==> config.mk <==
export PLATFORM = sky130hd
export DESIGN_NAME = pcc_fifo
export DESIGN_NICKNAME = d
export VERILOG_FILES = /design/src/rtl/pcc_fifo.sv
export SDC_FILE = /design/constraint.sdc
export NUM_CORES = 1
export LEC_CHECK = 0
export BUFFER_PORTS_ARGS = -buffer_cell sky130_fd_sc_hd__buf_2
export CAP_MARGIN = 10
export CORE_MARGIN = 4
export CORE_UTILIZATION = 50
export DETAILED_ROUTE_END_ITERATION = 6
export MAX_ROUTING_LAYER = met4
export PLACE_DENSITY = 0.86
export SYNTH_ARGS = -nofsm -noshare
export SYNTH_HDL_FRONTEND = slang
export SYNTH_SLANG_ARGS = --single-unit
==> constraint.sdc <==
create_clock -name clk -period 2 [get_ports clk]
set_input_delay 0.3 -clock clk [delete_from_list [all_inputs] [get_ports clk]]
set_output_delay 0.3 -clock clk [all_outputs]
set_load 0.05 [all_outputs]
==> src/rtl/pcc_fifo.sv <==
// Small register queue between the front and back ends.
// Depends on nothing.
module pcc_fifo #(
    parameter int WIDTH = 8,
    parameter int DEPTH = 2
) (
    input  logic             clk,
    input  logic             rst_n,
    input  logic             push_valid,
    output logic             push_ready,
    input  logic [WIDTH-1:0] push_data,
    output logic             pop_valid,
    input  logic             pop_ready,
    output logic [WIDTH-1:0] pop_data
);
    localparam int AW = (DEPTH > 1) ? $clog2(DEPTH) : 1;
    localparam int CW = $clog2(DEPTH + 1);

    logic [WIDTH-1:0] mem [DEPTH];
    logic [AW-1:0]    wr_ptr_reg;
    logic [AW-1:0]    rd_ptr_reg;
    logic [CW-1:0]    count_reg;
    logic             do_push;
    logic             do_pop;

    assign push_ready = (count_reg != CW'(DEPTH));
    assign pop_valid  = (count_reg != '0);
    assign pop_data   = mem[rd_ptr_reg];
    assign do_push    = push_valid && push_ready;
    assign do_pop     = pop_valid && pop_ready;

    always_ff @(posedge clk)
    begin
        if (do_push)
        begin
            mem[wr_ptr_reg] <= push_data;
        end
    end

    always_ff @(posedge clk or negedge rst_n)
    begin
        if (!rst_n)
        begin
            wr_ptr_reg <= '0;
            rd_ptr_reg <= '0;
            count_reg  <= '0;
        end
        else
        begin
            if (do_push)
            begin
                wr_ptr_reg <= (wr_ptr_reg == AW'(DEPTH - 1)) ? '0 : wr_ptr_reg + 1'b1;
            end
            if (do_pop)
            begin
                rd_ptr_reg <= (rd_ptr_reg == AW'(DEPTH - 1)) ? '0 : rd_ptr_reg + 1'b1;
            end
            if (do_push && !do_pop)
            begin
                count_reg <= count_reg + 1'b1;
            end
            else if (do_pop && !do_push)
            begin
                count_reg <= count_reg - 1'b1;
            end
        end
    end
endmodule

[Word level (Yosys, flattened, before mapping)]
Memory sizes are Yosys's and may differ from the RTL's.
Cells that the tools add are included.
Storage, ports and cells
  register bits after elaboration: 4
  RAM bits: 16
  input port bits: 12
  output and inout bits: 10
  logic and storage cells: 23
  memories kept: 1
Cells by class
  add/subtract/negate cells: 4
  equality and inequality tests: 1
  multiplexer cells: 6
  reductions and logical operators: 8
Memories
  mem: words 2, bits a word 8, rd ports 1, clocked after Yosys merged registers in 0, wr ports 1, line 19  | logic [WIDTH-1:0] mem [DEPTH];
Operator list (number)
  $logic_and A1 B1 Y1: 4
  $mux W1: 4
  $mux W2: 2
  $reduce_bool A2 Y1: 2
  $add A1 B1 Y1 const B: 2
  $add A2 B1 Y2 const B: 1
  $logic_not A1 Y1: 2
  $ne A2 B2 Y1 const B: 1
  $sub A2 B1 Y2 const B: 1

[Longest topological paths before layout]
Gate-level depths: netlist of the first run.
  word-level depth: 6
  mapped depth: 7
  gate-level depth less buffers: 7

[Least setup slack after synthesis of the first run]
Ideal clock, no wire load.
  kind: register to register
  start: register count_reg[0]
  end: memory mem[0][0], enable pin
  setup time: 0.370 ns
  arrival: 1.131 ns
  data required time: 1.630 ns
  slack: 0.499 ns
  stages on the path, launching flop included: 4
  path buffers: 0
  clock period less this slack: 1.501 ns
  path through: dfrtp_1 -> nand2b_4 -> nand2_1 -> nor2_1
Between the ends
  cells in the longest elaborated chain, start to end: 4
Ends and longest elaborated chain
  start: declaration: line 22  | logic [CW-1:0] count_reg;
  start signal: assignment: line 60  | count_reg <= count_reg + 1'b1;
  start signal: assignment: line 64  | count_reg <= count_reg - 1'b1;
  $ne A2 B2 Y1: line 26  | assign push_ready = (count_reg != CW'(DEPTH));
  net push_ready: line 10  | output logic push_ready,
  $logic_and A1 B1 Y1: line 29  | assign do_push = push_valid && push_ready;
  $mux W1: line 34  | if (do_push)
  $mux W1 (implied by the code): line 36  | mem[wr_ptr_reg] <= push_data;
  end: declaration: line 19
The timed path passes the listed nets, and every way through them passes these cells.

[Worst setup path in the final report of the first run]
  start: register rd_ptr_reg
  end: output port pop_data[5]
Between the ends
  cells in the longest elaborated chain, start to end: 1
Ends and longest elaborated chain
  start: declaration: line 21  | logic [AW-1:0] rd_ptr_reg;
  start signal: assignment: line 56  | rd_ptr_reg <= (rd_ptr_reg == AW'(DEPTH - 1)) ? '0 : rd_ptr_reg + 1'b1;
  $mem_v2 Z2 W8
  end: declaration: line 14  | output logic [WIDTH-1:0] pop_data
No other way between the ends.

==> flow_summary.ini, run 1 <==
[critical_path]
cp_max_fo = 9
start_kind = flop
critPathCaptureType = primary output
ff2ff_setup_slack_ps = 560
crit_type = reg2out
required_ps = 1700
arrival_ps = 1470

[run]
max-cap-violations = 0

[yosys]
ys_warn_count = 0
synthTopCellsByArea = edfxtp_1 61%, dfrtp_1 13%, mux2_2 11%, xnor2_1 3.3%, xor2_1 2.2%
synth-async-reset-ratio = 0.200
synth_area_leader_cell = edfxtp_1
netlist_area_um2 = 787
synth_ff_type = edfxtp_1
yosys_register_bits = 20
ys_seq_area_frac = 0.738
synth_most_common_cell = edfxtp_1
synth_top_area_share = 0.610
synthesis.nets = 56
synth_cells = 43
synth_edf_count = 16
synth_common_cells = 16 x edfxtp_1, 8 x mux2_2, 4 x dfrtp_1
syn_avg_cell_area_um2 = 18.3
ys_types = 14

[clocking]
clockRootBuffer = clkbuf_4
cts.clk_slew.worst_paths_ps = 110
cts-hold-fix-buffers = 1
cts_buffers = 3
cts_resized = 0
post-cts-setup-buffers = 0
tritoncts = yes
clk_latency_ps = 300
htreeDepth = 1
clock_sinks = 20
clockBufferDepth = 2

[die]
start_util = 0.529
core_area_mm2 = 0.00149
dieArea_mm2 = 0.00227
pin_count = 22
rows = 14
die_x_um = 47.7
chipHeight_um = 47.7

[timing]
timing_hold_violations_final = 0
rsz0062_at_grt = no
max_freq_ghz = 0.564
setup_violations = 0
period_minus_slack_ps = 1770
tightest_slew_ps = 383
maxSlewViolCount = 0
min_period_over_period = 0.886
slew_headroom = 0.744
finalClockSkew_ps = 8.06
finalSetupTns_ps = 0
finalWorstSetupSlack_ps = 228

[layout]
area_growth_pct = 20.8
finalNetCount = 83
largest_reg_flops = 16
antenna_cells = 0
postLayoutCoreUtil = 0.639
final_cells = 85
design_area_um2 = 951
post_route_cells_drive_above_1_share = 0.522

[place]
place_inst = 80
pre_cts_ws_ps = 551
io_buffers = 21
gp_congestion = 0.703
place_area_um2 = 915
hpwl_um = 846

[power]
leakage_uw = 0.000393
power_density_mw_per_mm2 = 1700
peakVddDrop_uv = 792

[drt]
drtAntennaViolNets = 0
routed_via_density = 4.94
wl_per_cell_um = 13.6
drc = 0
drt_iter0_markers = 6
vias = 420
routed_wl_um = 1160
first_pass_iters = 4

[global_routing]
grt_start_max_net_pins = 12
grt_antenna_before_repair = 0
grt_pass1_wl_um = 1640
grt_pass1_vias = 384
grt_util_all_layers = 0.114
grt_remaining_overflow = 0

[hold_path]
hold_path.class = in2reg

[outcome]
outcome = finished clean
## path summary, 6_finish.rpt
| kind | startpoint | endpoint | cells past startpoint |
|---|---|---|---|
| worst max-delay path | rd_ptr_reg | pop_data[5] | 2 |
| worst min-delay path | push_data[6] | mem[1][6] | 1 |
| worst max register to register | count_reg[0] | count_reg[1] | 6 |
| worst min register to register | wr_ptr_reg | wr_ptr_reg | 1 |
| max in group asynchronous | rst_n | rd_ptr_reg | 2 |
| min in group asynchronous | rst_n | count_reg[0] | 2 |
## layout by cell type (no fill, tap or decap)
master         netlist  routed
buf_2                1      21
edfxtp_1            16      16
mux2_2               8       8
dfrtp_1              4       4
xnor2_1              3       3
clkbuf_4             0       3
nor2_1               2       2
xor2_1               2       2
or2_4                1       1
nand2b_4             1       1
nand2_1              1       1
inv_1                1       1
nand2_4              1       1
and3_1               1       1
ha_1                 1       1
clkinv_1             0       1
dlygate4sd3_1        0       1
buf_4                0       1
## power by group
group	switching [uW]	total [uW]	internal (uW)
combinational	497	752	255
sequential	86.9	669	582
clock	119	192	72.8
total	703	1610	909
## worst max-delay path: stages (launching register included)
cell     delay, ps
dfrtp_1        570
mux2_2         390
buf_2          210
## layout make-up
class	instances	area, um^2
clock inverter	1	3.75
sequential	20	581
inverter	1	3.75
clock buffer	3	22.5
fill	101	538
multi-input combinational	21	198
tap	16	20.0
timing repair buffer	23	123
## logic make-up after synthesis
group,count (synthesis),synth area share
muxes,8,0.114
DFF,20,0.738
adders and majority gates,1,0.0159
and+or+nand+nor,7,0.0652
buffers and inverters,2,0.0111
xor gates and xnor gates,5,0.0557
## metrics by stage
step / hold WS (ps) / total power, uW
3_5_place_dp: 109 / 1440
3_3_place_gp: 109 / 1420
2_1_floorplan: 4.41 / 1280
5_1_grt: 175 / 1690
4_1_cts: 179 / 1620
6_report: 175 / 1610
## metal layers
| metal | vias to the layer above | share of wire | track usage | wire (um) |
|---|---|---|---|---|
| met2 | 13 | 0.46 | 0.166 | 537 |
| li1 | 210 | - | - | - |
| met1 | 194 | 0.46 | 0.142 | 533 |
| met4 | 0 | 0.016 | 0.0645 | 19 |
| met5 | - | 0 | - | 0 |
| met3 | 3 | 0.057 | 0.0338 | 66 |
(Power assumes the default switching activity.)
==> inputs of run 2 (changes only) <==
Settings changed: CORE_UTILIZATION 50 to 52, PLACE_DENSITY 0.86 to 0.89.
==> run 2 against run 1 <==
  * Utilization grew 5.6 points
  * Critical path type unchanged
  * Register-to-register slack got worse by 60 ps
  * Highest routed layer unchanged
  * Sequential power rose by 0.6%
  * Largest cell class unchanged
  * Critical path depth did not move
  * First-iteration DRC count up 67%
  * Largest power group unchanged
  * Combinational power is 2.7% higher
  * Non-clock buffer count stayed put
  * Final area decreased by 0.13%
  * Clock skew fell by 3.1 ps
  * Fmax grew 0.75%
==> flow_summary.ini, run 2 (same netlist as run 1, synthesis figures left out) <==
[drt]
drc = 0
vias = 441
first_pass_iters = 5
drtAntennaViolNets = 0
wl_per_cell_um = 17.5
routed_wl_um = 1470
routed_via_density = 5.25
drt_iter0_markers = 10

[global_routing]
grt_start_max_net_pins = 12
grt_antenna_before_repair = 0
grt_pass1_wl_um = 2350
grt_pass1_vias = 503
grt_util_all_layers = 0.169
grt_remaining_overflow = 0

[timing]
slew_headroom = 0.758
maxSlewViolCount = 0
min_period_over_period = 0.880
max_freq_ghz = 0.568
tightest_slew_ps = 363
finalSetupTns_ps = 0
timing_hold_violations_final = 0
finalWorstSetupSlack_ps = 241
period_minus_slack_ps = 1760
rsz0062_at_grt = no
finalClockSkew_ps = 4.96
setup_violations = 0

[place]
io_buffers = 21
place_inst = 79
pre_cts_ws_ps = 560
gp_congestion = 0.730

[power]
leakage_uw = 0.000393
peakVddDrop_uv = 977
power_density_mw_per_mm2 = 1730

[clocking]
post-cts-setup-buffers = 0
cts_resized = 0
clockRootBuffer = clkbuf_4
cts.clk_slew.worst_paths_ps = 110
htreeDepth = 1
clockBufferDepth = 2
clock_sinks = 20
tritoncts = yes
clk_latency_ps = 300
cts_buffers = 3
cts-hold-fix-buffers = 1

[critical_path]
cp_cell_sequence = mux2_2 > buf_2
critical-path-top-delay-family = flip-flops
required_ps = 1700
path_buf_inv = 1
ff2ff_setup_slack_ps = 500
crit_type = reg2out
timing.critical_path.from = rd_ptr_reg
arrival_ps = 1460
r2r_cells = 6
start_kind = flop
slowest_delay_ps = 570
cpMaxStageDelayCell = dfrtp_1
cp-endpoint = pop_data[4]
critPathCaptureType = primary output
reg2reg_from = count_reg[0]
cp_num_cells = 2
rr_endpoint = count_reg[1]
cp_max_fo = 9

[die]
die_x_um = 46.9
dieArea_mm2 = 0.00220
rows = 13
pin_count = 22
chipHeight_um = 46.9
core_area_mm2 = 0.00137
start_util = 0.576

[layout]
final_cells = 84
area_growth_pct = 20.7
largest_reg_flops = 16
layout_commonest_cell = buf_2
post_route_cells_drive_above_1_share = 0.522
mostFrequentLayoutCells = 21 x buf_2, 16 x edfxtp_1, 8 x mux2_2
finalNetCount = 83
antenna_cells = 0
postLayoutCoreUtil = 0.695

[hold_path]
hold_path.class = in2reg
hp-start = push_data[1]

[run]
max-cap-violations = 0

[outcome]
outcome = finished clean
run 2: cell count changes in the layout (fill, tap and decap cells not counted), sizes merged:
cell	change
clkbuf	+1
clkinv	-1
run 2: worst min-delay path by stage:
stage                        end  slack [ps]  depth (start not counted)
finish                 mem[0][1]         180                          1
global route           mem[1][0]         180                          1
CTS                    mem[1][1]         180                          1
detailed placement  count_reg[0]         110                          1
global placement    count_reg[0]         110                          1
floorplan           count_reg[0]           4                          0
run 2: final cells by class:
type / instances / area, um^2
timing repair buffer: 23 / 123
tap: 15 / 18.8
inverter: 1 / 3.75
clock buffer: 4 / 26.3
sequential: 20 / 581
fill: 91 / 417
multi-input combinational: 21 / 198
run 2: routing by layer:
layer  up-vias  global-route usage  routed length, um
met4         0              0.0994                 28
met3         4              0.0153                 51
met1       214               0.170                586
met2        14               0.309                804
met5         -                   -                  0
li1        209                   -                  -
run 2: worst reg2reg max path: cells and delay by family, from the launching register on:
kind | cells | cell delay (ps)
xor+xnor | 1 | 150
fa+ha+maj | 1 | 320
buf+inv | 1 | 70
flops | 1 | 440
simple gates | 3 | 460
run 2: stage by stage:
step | hold WS (ps) | instance area, um^2 | total power, uW
finish | 183 | 950 | 1640
detailed placement | 112 | 913 | 1450
floorplan | 4.41 | 787 | 1280
global route | 179 | 950 | 1720
global placement | 111 | 913 | 1420
CTS | 182 | 950 | 1640
run 2: power breakdown:
part | internal, uW | switching (uW) | total, uW
clock network | 77.7 | 117 | 194
registers | 582 | 90.7 | 673
logic | 256 | 516 | 772
