[config.mk]
export PLATFORM = sky130hd
export DESIGN_NAME = pcc_front_flat
export DESIGN_NICKNAME = d
export VERILOG_FILES = /design/src/rtl/pcc_pkg.sv /design/src/rtl/pcc_vertex_if.sv /design/src/rtl/pcc_front.sv /design/src/flat_wrapper.sv
export SDC_FILE = /design/constraint.sdc
export NUM_CORES = 1
export LEC_CHECK = 0
export ABC_AREA = 1
export BUFFER_PORTS_ARGS = -buffer_cell sky130_fd_sc_hd__buf_2
export CORE_AREA = 2 2 145 161
export DETAILED_ROUTE_END_ITERATION = 6
export DIE_AREA = 0 0 147 163
export PLACE_DENSITY = 0.76
export SYNTH_ARGS = -nofsm -noshare
export SYNTH_HDL_FRONTEND = slang
export SYNTH_SLANG_ARGS = --single-unit
export TNS_END_PERCENT = 100
[constraint.sdc]
create_clock -name clk -period 2.85 [get_ports clk]
set_input_delay 0.57 -clock clk [delete_from_list [all_inputs] [get_ports clk]]
set_output_delay 0.57 -clock clk [all_outputs]
set_load 0.01 [all_outputs]
[src/rtl/pcc_pkg.sv]
// Shared types and constants for the polygon convexity checker.
// No dependencies; compiled first.
package pcc_pkg;

    localparam int unsigned NUM_EDGES = 4;
    localparam int unsigned NUM_CROSS = 3;

    localparam logic [2:0] VERT_SAT  = 3'd4;
    localparam logic [2:0] VERT_TRI  = 3'd3;
    localparam logic [2:0] VERT_TWO  = 3'd2;
    localparam logic [1:0] EDGE_SAT  = 2'd3;

    // Sign flag positions in the accumulator.
    localparam int unsigned SGN_NEG = 0;
    localparam int unsigned SGN_POS = 1;

    typedef struct packed {
        logic [NUM_CROSS-1:0] cross_en;
        logic                 last;
        logic                 exists;
        logic                 triangle;
        logic                 many;
    } pcc_ctrl_t;

endpackage

[src/rtl/pcc_vertex_if.sv]
// Vertex channel: valid/ready handshake carrying one vertex item.
// Depends on nothing.
interface pcc_vertex_if #(
    parameter int COORD_WIDTH = 16
);
    logic                          valid;
    logic                          ready;
    logic signed [COORD_WIDTH-1:0] vx;
    logic signed [COORD_WIDTH-1:0] vy;
    logic                          last;

    modport source (output valid, output vx, output vy, output last, input ready);
    modport sink   (input valid, input vx, input vy, input last, output ready);
endinterface

[src/rtl/pcc_front.sv]
// Front end: accepts vertices, tracks first/second/older/prev vertices and
// edge counts, and queues edge vectors plus control. Uses pcc_pkg, pcc_vertex_if.
module pcc_front #(
    parameter int COORD_WIDTH = 16
) (
    input  logic                                   clk,
    input  logic                                   rst_n,
    pcc_vertex_if.sink                             vertex,
    output logic                                   push_valid,
    input  logic                                   push_ready,
    output pcc_pkg::pcc_ctrl_t                     push_ctrl,
    output logic [pcc_pkg::NUM_EDGES*2*(COORD_WIDTH+1)-1:0] push_edges
);
    import pcc_pkg::*;

    localparam int DW = COORD_WIDTH + 1;

    logic signed [COORD_WIDTH-1:0] first_x_reg, first_y_reg;
    logic signed [COORD_WIDTH-1:0] second_x_reg, second_y_reg;
    logic signed [COORD_WIDTH-1:0] older_x_reg, older_y_reg;
    logic signed [COORD_WIDTH-1:0] prev_x_reg, prev_y_reg;
    logic [2:0]                    count_reg;
    logic [1:0]                    dist_reg;

    logic [2:0]                    count_next;
    logic [1:0]                    dist_a;
    logic [1:0]                    dist_b;
    logic                          cur_ne_prev;
    logic                          close_ne;
    logic signed [COORD_WIDTH-1:0] first_ex, first_ey;
    logic                          accept;
    logic signed [DW-1:0]          ex [NUM_EDGES];
    logic signed [DW-1:0]          ey [NUM_EDGES];

    function automatic logic signed [DW-1:0] sdiff(
        input logic signed [COORD_WIDTH-1:0] a,
        input logic signed [COORD_WIDTH-1:0] b
    );
        sdiff = DW'(a) - DW'(b);
    endfunction

    assign count_next  = (count_reg == VERT_SAT) ? VERT_SAT : count_reg + 3'd1;
    assign cur_ne_prev = (vertex.vx != prev_x_reg) || (vertex.vy != prev_y_reg);
    assign dist_a      = ((count_reg != '0) && cur_ne_prev && (dist_reg != EDGE_SAT)) ?
                         dist_reg + 2'd1 : dist_reg;
    assign first_ex    = (count_reg == '0) ? vertex.vx : first_x_reg;
    assign first_ey    = (count_reg == '0) ? vertex.vy : first_y_reg;
    assign close_ne    = (vertex.vx != first_ex) || (vertex.vy != first_ey);
    assign dist_b      = (close_ne && (dist_a != EDGE_SAT)) ? dist_a + 2'd1 : dist_a;

    // Edges: previous, current, closing, first.
    assign ex[0] = sdiff(prev_x_reg, older_x_reg);
    assign ey[0] = sdiff(prev_y_reg, older_y_reg);
    assign ex[1] = sdiff(vertex.vx, prev_x_reg);
    assign ey[1] = sdiff(vertex.vy, prev_y_reg);
    assign ex[2] = sdiff(first_x_reg, vertex.vx);
    assign ey[2] = sdiff(first_y_reg, vertex.vy);
    assign ex[3] = sdiff(second_x_reg, first_x_reg);
    assign ey[3] = sdiff(second_y_reg, first_y_reg);

    always_comb
    begin
        for (int k = 0; k < NUM_EDGES; k++)
        begin
            push_edges[k*2*DW +: 2*DW] = {ex[k], ey[k]};
        end
    end

    always_comb
    begin
        push_ctrl.cross_en[0] = (count_reg >= VERT_TWO);
        push_ctrl.cross_en[1] = vertex.last && (count_next >= VERT_TRI);
        push_ctrl.cross_en[2] = vertex.last && (count_next >= VERT_TRI);
        push_ctrl.last        = vertex.last;
        push_ctrl.exists      = (count_next >= VERT_TRI) && (dist_b == EDGE_SAT);
        push_ctrl.triangle    = (count_next == VERT_TRI);
        push_ctrl.many        = (count_next == VERT_SAT);
    end

    assign vertex.ready = push_ready;
    assign push_valid   = vertex.valid && ((count_reg >= VERT_TWO) || vertex.last);
    assign accept       = vertex.valid && vertex.ready;

    always_ff @(posedge clk or negedge rst_n)
    begin
        if (!rst_n)
        begin
            first_x_reg  <= '0;
            first_y_reg  <= '0;
            second_x_reg <= '0;
            second_y_reg <= '0;
            older_x_reg  <= '0;
            older_y_reg  <= '0;
            prev_x_reg   <= '0;
            prev_y_reg   <= '0;
            count_reg    <= '0;
            dist_reg     <= '0;
        end
        else if (accept)
        begin
            if (vertex.last)
            begin
                first_x_reg  <= '0;
                first_y_reg  <= '0;
                second_x_reg <= '0;
                second_y_reg <= '0;
                older_x_reg  <= '0;
                older_y_reg  <= '0;
                prev_x_reg   <= '0;
                prev_y_reg   <= '0;
                count_reg    <= '0;
                dist_reg     <= '0;
            end
            else
            begin
                if (count_reg == '0)
                begin
                    first_x_reg <= vertex.vx;
                    first_y_reg <= vertex.vy;
                end
                if (count_reg == 3'd1)
                begin
                    second_x_reg <= vertex.vx;
                    second_y_reg <= vertex.vy;
                end
                older_x_reg <= prev_x_reg;
                older_y_reg <= prev_y_reg;
                prev_x_reg  <= vertex.vx;
                prev_y_reg  <= vertex.vy;
                count_reg   <= count_next;
                dist_reg    <= dist_a;
            end
        end
    end
endmodule

[src/flat_wrapper.sv]
// flat-port wrapper written by rule: the top's interface ports become plain ports
module pcc_front_flat import pcc_pkg::*;
#(
    parameter int COORD_WIDTH = 16
)
  (clk, rst_n, push_valid, push_ready, push_ctrl, push_edges, vertex_valid, vertex_vx, vertex_vy, vertex_last, vertex_ready);
  pcc_vertex_if #(.COORD_WIDTH(COORD_WIDTH)) vertex_i ();
  input  logic clk;
  input  logic rst_n;
  output logic push_valid;
  input  logic push_ready;
  output pcc_pkg::pcc_ctrl_t push_ctrl;
  output logic [pcc_pkg::NUM_EDGES*2*(COORD_WIDTH+1)-1:0] push_edges;
  input wire logic [$bits(vertex_i.valid)-1:0] vertex_valid;
  input wire logic [$bits(vertex_i.vx)-1:0] vertex_vx;
  input wire logic [$bits(vertex_i.vy)-1:0] vertex_vy;
  input wire logic [$bits(vertex_i.last)-1:0] vertex_last;
  output wire logic [$bits(vertex_i.ready)-1:0] vertex_ready;
  assign vertex_i.valid = vertex_valid;
  assign vertex_i.vx = vertex_vx;
  assign vertex_i.vy = vertex_vy;
  assign vertex_i.last = vertex_last;
  assign vertex_ready = vertex_i.ready;
  pcc_front #(.COORD_WIDTH(COORD_WIDTH)) u_core (.clk(clk), .rst_n(rst_n), .vertex(vertex_i), .push_valid(push_valid), .push_ready(push_ready), .push_ctrl(push_ctrl), .push_edges(push_edges));
endmodule
Word level (Yosys, flattened, before mapping)
Cells that the tools add are included.

Logic and storage cells: 65. Bits of input ports: 37. Bits in registers: 133.

Reductions and logical operators: 14. Multiplexer cells: 17. $add $sub $neg: 11. Equality and inequality tests: 11. Order comparisons: 2.

Operators with widths (number): two-way mux 16 bit (12); subtractor 16 x 16 -> 17 bit (8); inequality test 16 bit (4); logical AND 1 bit (7); == test 3 bit (second input constant) (2); greater-or-equal comparator 3 x 2 -> 1 bit (second input constant) (2); two-way mux 2 bit (3); two-way mux 3 bit (2); adder 2 x 1 -> 2 bit (second input constant) (2); inequality test 2 bit (second input constant) (2); adder 3 x 1 -> 3 bit (second input constant) (1); == test 3 x 1 -> 1 bit (second input constant) (1); == test 3 x 2 -> 1 bit (second input constant) (1); zero test 3 bit (1); logical OR 1 bit (3); nonzero test 3 bit (1); == test 2 bit (second input constant) (1); AND reduction 2 bit (1); nonzero test 2 bit (1).

Logic depth before layout (Yosys ltp)
Gate-level depths: netlist of run 1.

Depth in word-level cells: 10. Mapped depth: 16.

Worst setup path before layout of run 1
OpenSTA, ideal clock, no wires.

Kind: in2out. Start: in vertex_vy[8]. End: out push_ctrl[2] (netlist bit). Arrival time: 2.235 ns. Path buffers: 0. Stages on the path: 15. Path slack: 0.045 ns. Path through: ha_1 nand2_1 nor2_2 nand2_1 nor2_2 nand3_2 nand2_2 nand2_1 nand2_2 inv_1 ha_1 nand3_1 nand3_1 nand2_1 nor2_1.

RTL lines: from (decl) (RTL line flat_wrapper.sv:16) `input wire logic [$bits(vertex_i.vy)-1:0] vertex_vy;`; to (decl) (RTL line flat_wrapper.sv:12) `output pcc_pkg::pcc_ctrl_t push_ctrl;`.

==> results of run 1 <==
-- metrics by stage --
step | TNS (ps) | setup slack, ps
after CTS | -3356 | -346.7
after detailed placement | -4055 | -304.8
after global routing | -14830 | -676.2
after global placement | -3421 | -241.5
after floorplan | 0 | 45.03
final | -10700 | -568.7
-- cells in the mapped netlist (28+ instances only) --
cell / count / area share, %
sky130_fd_sc_hd__dfrtp_1: 133 / 28
sky130_fd_sc_hd__nor2_1: 60 / 1.9
sky130_fd_sc_hd__o21ai_0: 133 / 5.5
sky130_fd_sc_hd__inv_1: 302 / 9.4
sky130_fd_sc_hd__o22ai_1: 66 / 3.4
sky130_fd_sc_hd__nand3_1: 179 / 7.4
sky130_fd_sc_hd__a21oi_1: 119 / 4.9
sky130_fd_sc_hd__clkbuf_1: 28 / 0.87
sky130_fd_sc_hd__xor2_1: 88 / 6.4
sky130_fd_sc_hd__xnor2_1: 28 / 2.0
sky130_fd_sc_hd__ha_1: 135 / 14
sky130_fd_sc_hd__nand2_1: 234 / 7.3
-- worst paths after layout --
check                                         from                       to  slack, ps  cells past startpoint
hold reg to reg            u_core.second_y_reg[13]  u_core.second_y_reg[13]        550                      2
setup reg to reg             u_core.prev_x_reg[13]       u_core.dist_reg[0]        880                     12
setup / recovery             u_core.prev_x_reg[13]             push_ctrl[2]       -570                     17
max in group asynchronous                    rst_n    u_core.older_y_reg[5]       1990                      2
min in group clk                      vertex_vy[0]     u_core.prev_y_reg[0]        520                      3
hold / removal                               rst_n   u_core.second_x_reg[5]        120                      1
-- critical path: stages, from the launching register on --
cell                      delay (ps)
sky130_fd_sc_hd__dfrtp_1         370
sky130_fd_sc_hd__inv_2            70
sky130_fd_sc_hd__ha_1            320
sky130_fd_sc_hd__nand2_2          70
sky130_fd_sc_hd__nor2_2          130
sky130_fd_sc_hd__nand2_1         100
sky130_fd_sc_hd__nor2_2          110
sky130_fd_sc_hd__nand3_2         120
sky130_fd_sc_hd__nand2_2         150
sky130_fd_sc_hd__nand2_2          90
sky130_fd_sc_hd__nand2_2          80
sky130_fd_sc_hd__inv_2            50
sky130_fd_sc_hd__ha_4            260
sky130_fd_sc_hd__nand3_2          70
sky130_fd_sc_hd__nand3_2         100
sky130_fd_sc_hd__nand2_1          50
sky130_fd_sc_hd__nor2_1           90
sky130_fd_sc_hd__buf_2           130
-- placed cells by master, fill, tap and decap left out, drive strengths merged, types with 12 or more instances in the layout --
master    n
a21boi   13
a21oi   120
buf     512
clkbuf   21
dfrtp   133
ha      135
inv     306
nand2   240
nand3   180
nand4    12
nor2     63
nor3     20
o21ai   155
o21bai   18
o22ai    66
xnor2    28
xor2     88
-- cell type report --
type	instances	area, sq um
Antenna cell	1	2.502
Clock inverter	14	270.3
Tap cell	300	375.4
Sequential cell	133	3338
Timing Repair Buffer	515	3672
Multi-Input combinational cell	1169	9619
Fill cell	1219	3627
Inverter	304	1152
Clock buffer	18	439.2
-- per-layer routing --
| layer | track usage (%) | share of wire [%] |
|---|---|---|
| met3 | 5.490 | 9.0 |
| met4 | 15.56 | 6.5 |
| met5 | 0 | 0 |
| met1 | 44.83 | 37 |
| met2 | 59.41 | 47 |
-- what timing repair did --
action,CTS,global route
pin swaps,105,159
setup buffers,76,71
resized for setup,271,244
setup endpoints to repair,86,89
cloned,0,0
-- cells by family after synthesis --
logic type / Yosys count
DFF: 133
xor gates and xnor gates: 116
and+or+nand+nor: 521
buffers and inverters: 354
AOI/OAI and AO/OA: 389
adders and majority gates: 143
-- where the power goes --
| group | leakage [uW] | switching, uW | internal [uW] |
|---|---|---|---|
| Sequential | 0.00174 | 317 | 2210 |
| Combinational | 0.00717 | 6210 | 4960 |
| Clock | 0.000342 | 1020 | 1770 |
| Total | 0.00925 | 7550 | 8930 |
==> impl_results.md, run 1 <==
* Result of the run: finished with violations
* Violations in the final reports: negative setup slack
* Placed standard-cell area at 0.01468 sq mm
* Source-to-sink clock delay at the later pin of the worst-skew pair at 450 ps
* Count of final hold-check violations at 0
* Post-Syn Area at 0.01205 sq mm
* Final cell area excluding filler cells at 0.01887 sq mm
* Core area at 0.02250 sq mm
* Number of buffers added by the clock tree synthesis step at 17
* Leakage power figure at 0.009248 uW
* Total global-route track usage at 35.19%
* Area growth from synthesis to layout at 56.59%
* Worst-margin pin slew at 802.6 ps
* Xor/xnor cell area share of the yosys netlist at 8.431%
* Initial detailed-routing violation count at 1694
* Post-synthesis sequential element count at 133
* Simple-gate share of the synthesized area at 19.00%
* Final period demand of the worst path at 3419 ps
* Initial core utilization at 53.57%
* Worst Path Required at 2280 ps
* Final GP Congestion at 0.9985
* Proportion of synthesized chip area in sequential cells at 27.62%
* Share of the synthesized area in compound gates (AO/OA/AOI/OAI) at 18.05%
* Layout Skew at 11.33 ps
* Final Setup Violations at 80
* Buffers on Ports at 181
* Post-DRT Antenna Nets at 0
* Critical setup path kind: flip-flop to output pin
* Clock sink count at 133
* Power density cells at 873.5 mW/mm^2
* Post-DP HPWL at 29610 um
* Number of library cell types mapped by synthesis at 37
* Overall power of the completed layout at 16480 uW
* Min setup slack post-route at -568.7 ps
* Number of placed cells counting well taps at 2289
* Maximum clock rate at 292.5 MHz
* Number of warnings issued by yosys at 0
* Net count, final at 2320
* Number of synthesized flops with an enable pin at 0
* Fraction of layout instances using a drive strength above 1 at 43.61%
* Slew Limit Fails at 0
* Total nets after synthesis at 1836
* Die X at 147 um
* Count of non-filler cells in the finished layout at 2454
* Post-synthesis async set-or-reset flop share at 100.0%
* Worst ir drop on vdd at 759.8 uV
* Mean routed wirelength per cell at 21.17 um
* Crit path DAT at 2850 ps
* Worst Setup End Kind: output pin
* Largest fanout of any net on the critical path at 4
* Routed Wire Length at 51940 um
* Largest net degree at the start of global routing at 76
* Maxcap violations at 0
* Clock root buffer master: sky130_fd_sc_hd__clkbuf_16
* Die area at 0.02396 sq mm
* Via count at 14820
* Utilization after layout at 83.88%
* Vertical die dimension at 163 um
* Setup repair after global routing missed its margin: true
* CTS tree: done
* Gr ovfl total at 0
* Mux contribution to synthesized area at 0%
* Clock transition at the registers of the reported paths at 70 ps
* Synthesized netlist cell count at 1656
* Floorplan row count at 58
* Combinational family with the most area after synthesis: simple AND/OR/NAND/NOR gates
* Nature of the critical path startpoint: flip-flop
* Wire length of the first global-routing pass at 67190 um
* Minimum hold slack at 122.1 ps
* Top_reg_cell synth: sky130_fd_sc_hd__dfrtp_1
* Synthesized area divided by synthesized cell count at 7.277 sq um
* Cts-stage hold buffer count at 0
* Class of the most critical hold timing path: input pin to async pin
* Final period utilization at 120.0%
* Number of H-tree levels at 4
* Vias in the first global route at 13370
* Relative slew slack at 46.49%
* Ports placed on the boundary at 182
* Vias per cell at 6.037
* Arithmetic-cell share of the synthesized area counting full adders, half adders and majority gates at 15.35%
* Residual DRC at 0
* Initial antenna violation count at 1
* Count of TritonRoute iterations in the first routing pass at 6
* Clock tree buffer depth at 2
Power figures use the tool's default switching activity.
==> run 2, diff against run 1 <==
- CORE_AREA: 2 2 145 161 -> 2 2 160 177
- DIE_AREA: 0 0 147 163 -> 0 0 162 179
- PLACE_DENSITY: 0.76 -> default
- SKIP_CTS_REPAIR_TIMING: default -> 1
==> impl_results.md, run 2 (same netlist as run 1, synthesis figures left out) <==
* Result of the run: finished with violations (unchanged)
* Violations in the final reports: negative setup slack (unchanged)
* Mean routed wirelength per cell at 17.11 um (was 21.17 um)
* Register-to-Register Path Depth at 12 (unchanged)
* Initial core utilization at 44.00% (was 53.57%)
* Ordered cell list for the critical path: ha_4, nand2_2, nor2_2, nand2_1, nor2_1, nand3_2, nand2_2, nand2_2, nand2_2, inv_2, ha_4, nand3_2, nand3_2, nand2_2, nor2_4, buf_6 (was inv_2, ha_1, nand2_2, nor2_2, nand2_1, nor2_2, nand3_2, nand2_2, nand2_2, nand2_2, inv_2, ha_4, nand3_2, nand3_2, nand2_1, nor2_1, buf_2)
* Critical setup path kind: flip-flop to output pin (unchanged)
* Clock transition at the registers of the reported paths at 60 ps (was 70 ps)
* Post-DRT Antenna Nets at 0 (unchanged)
* Core area at 0.02739 sq mm (was 0.02250 sq mm)
* Initial antenna violation count at 0 (was 1)
* Worst-margin pin slew at 838.8 ps (was 802.6 ps)
* Leakage power figure at 0.009245 uW (was 0.009248 uW)
* Residual DRC at 0 (unchanged)
* Area growth from synthesis to layout at 57.35% (was 56.59%)
* Clock tree buffer depth at 2 (unchanged)
* Via count at 13190 (was 14820)
* Net count, final at 2314 (was 2320)
* Largest fanout of any net on the critical path at 3 (was 4)
* Final period demand of the worst path at 3205 ps (was 3419 ps)
* Clock root buffer master: sky130_fd_sc_hd__clkbuf_16 (unchanged)
* Die area at 0.02900 sq mm (was 0.02396 sq mm)
* Vias in the first global route at 11980 (was 13370)
* Layout Skew at 7.357 ps (was 11.33 ps)
* Final Setup Violations at 63 (was 80)
* Reg-to-Reg Start: u_core.prev_x_reg[0] (was u_core.prev_x_reg[13])
* Most common library cell in the layout ignoring fill and taps: sky130_fd_sc_hd__buf_4 (unchanged)
* Floorplan row count at 64 (was 58)
* Final GP Congestion at 0.9274 (was 0.9985)
* Worst ir drop on vdd at 647.0 uV (was 759.8 uV)
* Number of H-tree levels at 4 (unchanged)
* Number of placed cells counting well taps at 2373 (was 2289)
* Post-DP HPWL at 30600 um (was 29610 um)
* Total global-route track usage at 26.71% (was 35.19%)
* Final period utilization at 112.5% (was 120.0%)
* Clock sink count at 133 (unchanged)
* Placed standard-cell area at 0.01492 sq mm (was 0.01468 sq mm)
* Count of non-filler cells in the finished layout at 2510 (was 2454)
* Aggregate negative setup slack at -6488 ps (was -10700 ps)
* Ports placed on the boundary at 182 (unchanged)
* Final cell area excluding filler cells at 0.01896 sq mm (was 0.01887 sq mm)
* Crit path top cell by count: sky130_fd_sc_hd__nand2_2 (unchanged)
* Maximum clock rate at 312.0 MHz (was 292.5 MHz)
* Vertical die dimension at 179 um (was 163 um)
* Die X at 162 um (was 147 um)
* Largest net degree at the start of global routing at 71 (was 76)
* CP Buf/Inv Count at 2 (was 3)
* Number of buffers added by the clock tree synthesis step at 17 (unchanged)
* Slew Limit Fails at 0 (unchanged)
* Flop-to-flop setup slack at 870 ps (was 880 ps)
* Utilization after layout at 69.23% (was 83.88%)
* Slowest cell on crit path: sky130_fd_sc_hd__dfrtp_1 (unchanged)
* Worst flop-to-flop path endpoint: u_core.dist_reg[1] (was u_core.dist_reg[0])
* Count of TritonRoute iterations in the first routing pass at 5 (was 6)
* Initial detailed-routing violation count at 780 (was 1694)
* Antenna Diode Count at 0 (was 1)
* Overall power of the completed layout at 15800 uW (was 16480 uW)
* Fill cells at 2226 (was 1219)
* Gr ovfl total at 0 (unchanged)
* Worst Path Required at 2280 ps (about the same)
* Relative slew slack at 44.08% (was 46.49%)
* Min setup slack post-route at -355.0 ps (was -568.7 ps)
* Worst path max stage delay at 430 ps (was 370 ps)
* Maxcap violations at 0 (unchanged)
* Worst Setup End Kind: output pin (unchanged)
* Wire length of the first global-routing pass at 60860 um (was 67190 um)
* Setup repair after global routing missed its margin: true (unchanged)
* Source-to-sink clock delay at the later pin of the worst-skew pair at 430 ps (was 450 ps)
* CTS tree: done (unchanged)
* Nature of the critical path startpoint: flip-flop (unchanged)
* Crit path DAT at 2640 ps (was 2850 ps)
* Class of the most critical hold timing path: input pin to async pin (unchanged)
* Top cell family by delay on the critical path: simple AND/OR/NAND/NOR gates (unchanged)
* Vias per cell at 5.257 (was 6.037)
* Fraction of layout instances using a drive strength above 1 at 44.34% (was 43.61%)
* Buffers on Ports at 181 (unchanged)
* Commonest cells after routing, fill and taps aside: 283 x sky130_fd_sc_hd__buf_4, 239 x sky130_fd_sc_hd__inv_1, 187 x sky130_fd_sc_hd__nand2_1, 171 x sky130_fd_sc_hd__buf_2, 164 x sky130_fd_sc_hd__nand3_1 (was 296 x sky130_fd_sc_hd__buf_4, 239 x sky130_fd_sc_hd__inv_1, 198 x sky130_fd_sc_hd__nand2_1, 169 x sky130_fd_sc_hd__buf_2, 167 x sky130_fd_sc_hd__nand3_1)
* Power density cells at 833.0 mW/mm^2 (was 873.5 mW/mm^2)
* Routed Wire Length at 42950 um (was 51940 um)
* Count of final hold-check violations at 0 (unchanged)
run 2: worst reg2reg max path, delay by kind of cell (launching register included):
| family | cells | cell delay (ps) |
|---|---|---|
| AO/OA/AOI/OAI | 1 | 100 |
| adder cells (fa/ha/maj) | 1 | 290 |
| buffers and inverters | 3 | 420 |
| flip-flops | 1 | 430 |
| AND/OR/NAND/NOR | 7 | 660 |
run 2: layer usage:
layer	up-vias	wire [um]	GRT usage, %
li1	6467	-	-
met1	6294	19070	36.32
met2	355	20730	43.49
met3	78	1964	3.840
met4	0	1196	9.403
met5	-	0	0
run 2: metrics by stage:
step	hold WS (ps)	worst slack (ps)
final	109.4	-355.0
after global routing	132.7	-499.4
after CTS	114.4	-560.8
after detailed placement	490.7	-322.5
after global placement	471.4	-301.5
after floorplan	274.4	45.03
run 2: final cells by class:
type | count | area, sq um | share of cell area [%]
clock inverter | 11 | 148.9 | 0.7853
inverter | 304 | 1150 | 6.064
clock buffer | 21 | 470.5 | 2.481
multi-input combinational | 1169 | 9754 | 51.45
timing repair buffer | 509 | 3650 | 19.25
sequential | 133 | 3333 | 17.58
tap | 363 | 454.2 | 2.395
run 2: worst max-delay path by stage:
stage                            to  slack, ps             startpoint  cells after the start
floorplan              push_ctrl[2]         50           vertex_vy[8]                     15
global placement       push_ctrl[2]       -300          vertex_vy[15]                     17
detailed placement     push_ctrl[2]       -320          vertex_vy[15]                     17
CTS                 push_edges[118]       -560  u_core.first_y_reg[0]                      8
global route           push_ctrl[2]       -500  u_core.prev_y_reg[11]                     17
finish                 push_ctrl[2]       -360   u_core.prev_x_reg[0]                     16
run 2: power by group:
group          switching [uW]  leakage [uW]  internal [uW]
registers                 272       0.00174           2200
logic                    5910       0.00720           5050
clock network             912      0.000296           1450
==> run 3, diff against run 2 <==
- CELL_PAD_IN_SITES_DETAIL_PLACEMENT: default -> 1
- CELL_PAD_IN_SITES_GLOBAL_PLACEMENT: default -> 1
- CORE_AREA: 2 2 160 177 -> 2 2 163 181
- DIE_AREA: 0 0 162 179 -> 0 0 165 183
- PLACE_DENSITY_LB_ADDON: default -> 0.1
==> impl_results.md, run 3 (same netlist as run 1, synthesis figures left out) <==
* Maxcap violations at 0 (unchanged)
* Slew Limit Fails at 0 (unchanged)
* Post-DP HPWL at 35990 um (was 30600 um)
* Buffers on Ports at 181 (unchanged)
* Crit path top cell by count: sky130_fd_sc_hd__nand3_1 (was sky130_fd_sc_hd__nand2_2)
* Result of the run: finished with violations (unchanged)
* Worst Setup End Kind: output pin (unchanged)
* Register-to-Register Path Depth at 13 (was 12)
* Violations in the final reports: negative setup slack (unchanged)
* Mean routed wirelength per cell at 25.38 um (was 17.11 um)
* Count of TritonRoute iterations in the first routing pass at 5 (unchanged)
* Clock sink count at 133 (unchanged)
* Utilization after layout at 68.19% (was 69.23%)
* Layout Skew at 10.85 ps (was 7.357 ps)
* Final Setup Violations at 93 (was 63)
* Initial core utilization at 42.46% (was 44.00%)
* Nature of the critical path startpoint: flip-flop (unchanged)
* Ordered cell list for the critical path: inv_1, ha_2, nand2_4, buf_16, nand3_1, nand3_1, nor2_2, nand3_1, nor2_2, nand2_2, nand3_2, nand2_2, nor2_4, buf_6 (was ha_4, nand2_2, nor2_2, nand2_1, nor2_1, nand3_2, nand2_2, nand2_2, nand2_2, inv_2, ha_4, nand3_2, nand3_2, nand2_2, nor2_4, buf_6)
* Worst ir drop on vdd at 690.7 uV (was 647.0 uV)
* Residual DRC at 0 (unchanged)
* Die area at 0.03020 sq mm (was 0.02900 sq mm)
* Antenna Diode Count at 0 (unchanged)
* Largest fanout of any net on the critical path at 33 (was 3)
* Core area at 0.02838 sq mm (was 0.02739 sq mm)
* Worst path max stage delay at 420 ps (was 430 ps)
* Crit path DAT at 2900 ps (was 2640 ps)
* Aggregate negative setup slack at -17010 ps (was -6488 ps)
* Gr ovfl total at 0 (unchanged)
* Via count at 15270 (was 13190)
* Post-DRT Antenna Nets at 0 (unchanged)
* Reg-to-Reg Start: u_core.prev_y_reg[3] (was u_core.prev_x_reg[0])
* Source-to-sink clock delay at the later pin of the worst-skew pair at 450 ps (was 430 ps)
* Net count, final at 2356 (was 2314)
* Flop-to-flop setup slack at 690 ps (was 870 ps)
* Number of buffers added by the clock tree synthesis step at 17 (unchanged)
* Fraction of layout instances using a drive strength above 1 at 45.55% (was 44.34%)
* Die X at 165 um (was 162 um)
* Minimum hold slack at 92.22 ps (was 109.4 ps)
* Total global-route track usage at 29.81% (was 26.71%)
* Slowest cell on crit path: sky130_fd_sc_hd__dfrtp_1 (unchanged)
* Critical setup path kind: flip-flop to output pin (unchanged)
* Wire length of the first global-routing pass at 70400 um (was 60860 um)
* Final period demand of the worst path at 3467 ps (was 3205 ps)
* Worst flop-to-flop path endpoint: u_core.dist_reg[0] (was u_core.dist_reg[1])
* Power density cells at 894.7 mW/mm^2 (was 833.0 mW/mm^2)
* Commonest cells after routing, fill and taps aside: 319 x sky130_fd_sc_hd__buf_4, 230 x sky130_fd_sc_hd__inv_1, 196 x sky130_fd_sc_hd__nand2_1, 164 x sky130_fd_sc_hd__nand3_1, 163 x sky130_fd_sc_hd__buf_2 (was 283 x sky130_fd_sc_hd__buf_4, 239 x sky130_fd_sc_hd__inv_1, 187 x sky130_fd_sc_hd__nand2_1, 171 x sky130_fd_sc_hd__buf_2, 164 x sky130_fd_sc_hd__nand3_1)
* Clock tree buffer depth at 2 (unchanged)
* CTS tree: done (unchanged)
* Count of final hold-check violations at 0 (unchanged)
* Relative slew slack at 56.54% (was 44.08%)
* Min setup slack post-route at -617.4 ps (was -355.0 ps)
* Vias in the first global route at 13490 (was 11980)
* Routed Wire Length at 64900 um (was 42950 um)
* Largest net degree at the start of global routing at 66 (was 71)
* Area growth from synthesis to layout at 60.63% (was 57.35%)
* Vias per cell at 5.973 (was 5.257)
* Initial detailed-routing violation count at 1187 (was 780)
* Number of placed cells counting well taps at 2404 (was 2373)
* Number of H-tree levels at 4 (unchanged)
* Setup repair after global routing missed its margin: true (unchanged)
* Final period utilization at 121.7% (was 112.5%)
* Count of non-filler cells in the finished layout at 2557 (was 2510)
* Beginning of the critical path: u_core.count_reg[1] (was u_core.prev_x_reg[0])
* Floorplan row count at 65 (was 64)
* Worst-margin pin slew at 651.1 ps (was 838.8 ps)
* Leakage power figure at 0.009468 uW (was 0.009245 uW)
* Final GP Congestion at 0.9151 (was 0.9274)
* Class of the most critical hold timing path: input pin to async pin (unchanged)
* Most common library cell in the layout ignoring fill and taps: sky130_fd_sc_hd__buf_4 (unchanged)
* Clock root buffer master: sky130_fd_sc_hd__clkbuf_16 (unchanged)
* Clock transition at the registers of the reported paths at 70 ps (was 60 ps)
* Initial antenna violation count at 0 (unchanged)
* Vertical die dimension at 183 um (was 179 um)
* Maximum clock rate at 288.4 MHz (was 312.0 MHz)
* Ports placed on the boundary at 182 (unchanged)
* Worst Path Required at 2280 ps (about the same)
* Critical path destination: push_ctrl[2] (unchanged)
==> run 3: changes by cell type in the layout (fill, tap and decap cells not counted), sizes merged <==
cell,previous run,this run
buf,506,544
clkbuf,24,30
bufinv,3,6
inv,304,301
clkinv,5,4
clkinvlp,3,2
==> run 3: through the flow <==
stage / instance area (sq um) / setup slack (ps) / power [uW]
6_report: 19360 / -617.4 / 17320
2_1_floorplan: 12050 / 45.03 / 7374
4_1_cts: 15780 / -671.9 / 13560
3_5_place_dp: 15120 / -434.3 / 10900
5_1_grt: 19360 / -696.9 / 18070
3_3_place_gp: 15120 / -335.0 / 10650
==> run 3: power breakdown <==
| part | switching (uW) | internal, uW |
|---|---|---|
| clock | 997 | 1670 |
| sequential | 351 | 2210 |
| combinational | 6860 | 5230 |
==> run 3: final cells by class <==
cell class / count / area, sq um
clock inverters: 9 / 198.9
inverters: 304 / 1167
fillers: 3307 / 9027
flip-flops and latches: 133 / 3339
multi-input cells: 1169 / 9693
repair buffers: 551 / 4039
clock buffers: 23 / 457.9
well taps: 368 / 460.4
==> run 3: worst min path at each step <==
stage,startpoint,endpoint,slack [ps],depth (start not counted)
3_3_place_gp,u_core.older_y_reg[0],u_core.older_y_reg[0],470,2
5_1_grt,rst_n,u_core.second_x_reg[8],140,1
4_1_cts,rst_n,u_core.second_x_reg[7],120,1
6_report,rst_n,u_core.second_x_reg[8],90,1
3_5_place_dp,u_core.older_y_reg[0],u_core.older_y_reg[0],480,2
2_1_floorplan,rst_n,u_core.count_reg[0],270,0
==> run 3: per-layer routing <==
layer	up-vias	wire length (um)	GRT usage, %	share of wire (%)
met5	-	0	0	0
met4	0	3383	8.974	5.2
met3	258	3841	2.872	5.9
met2	795	32000	50.32	49
met1	7679	25670	40.30	40
li1	6540	-	-	-
==> run 3: worst max-delay path: cells and delay by family (launching register included) <==
family / cells / cell delay (ps)
buffers and inverters: 3 / 460
adders and majority gates: 1 / 230
and+or+nand+nor: 10 / 1350
DFF: 1 / 420
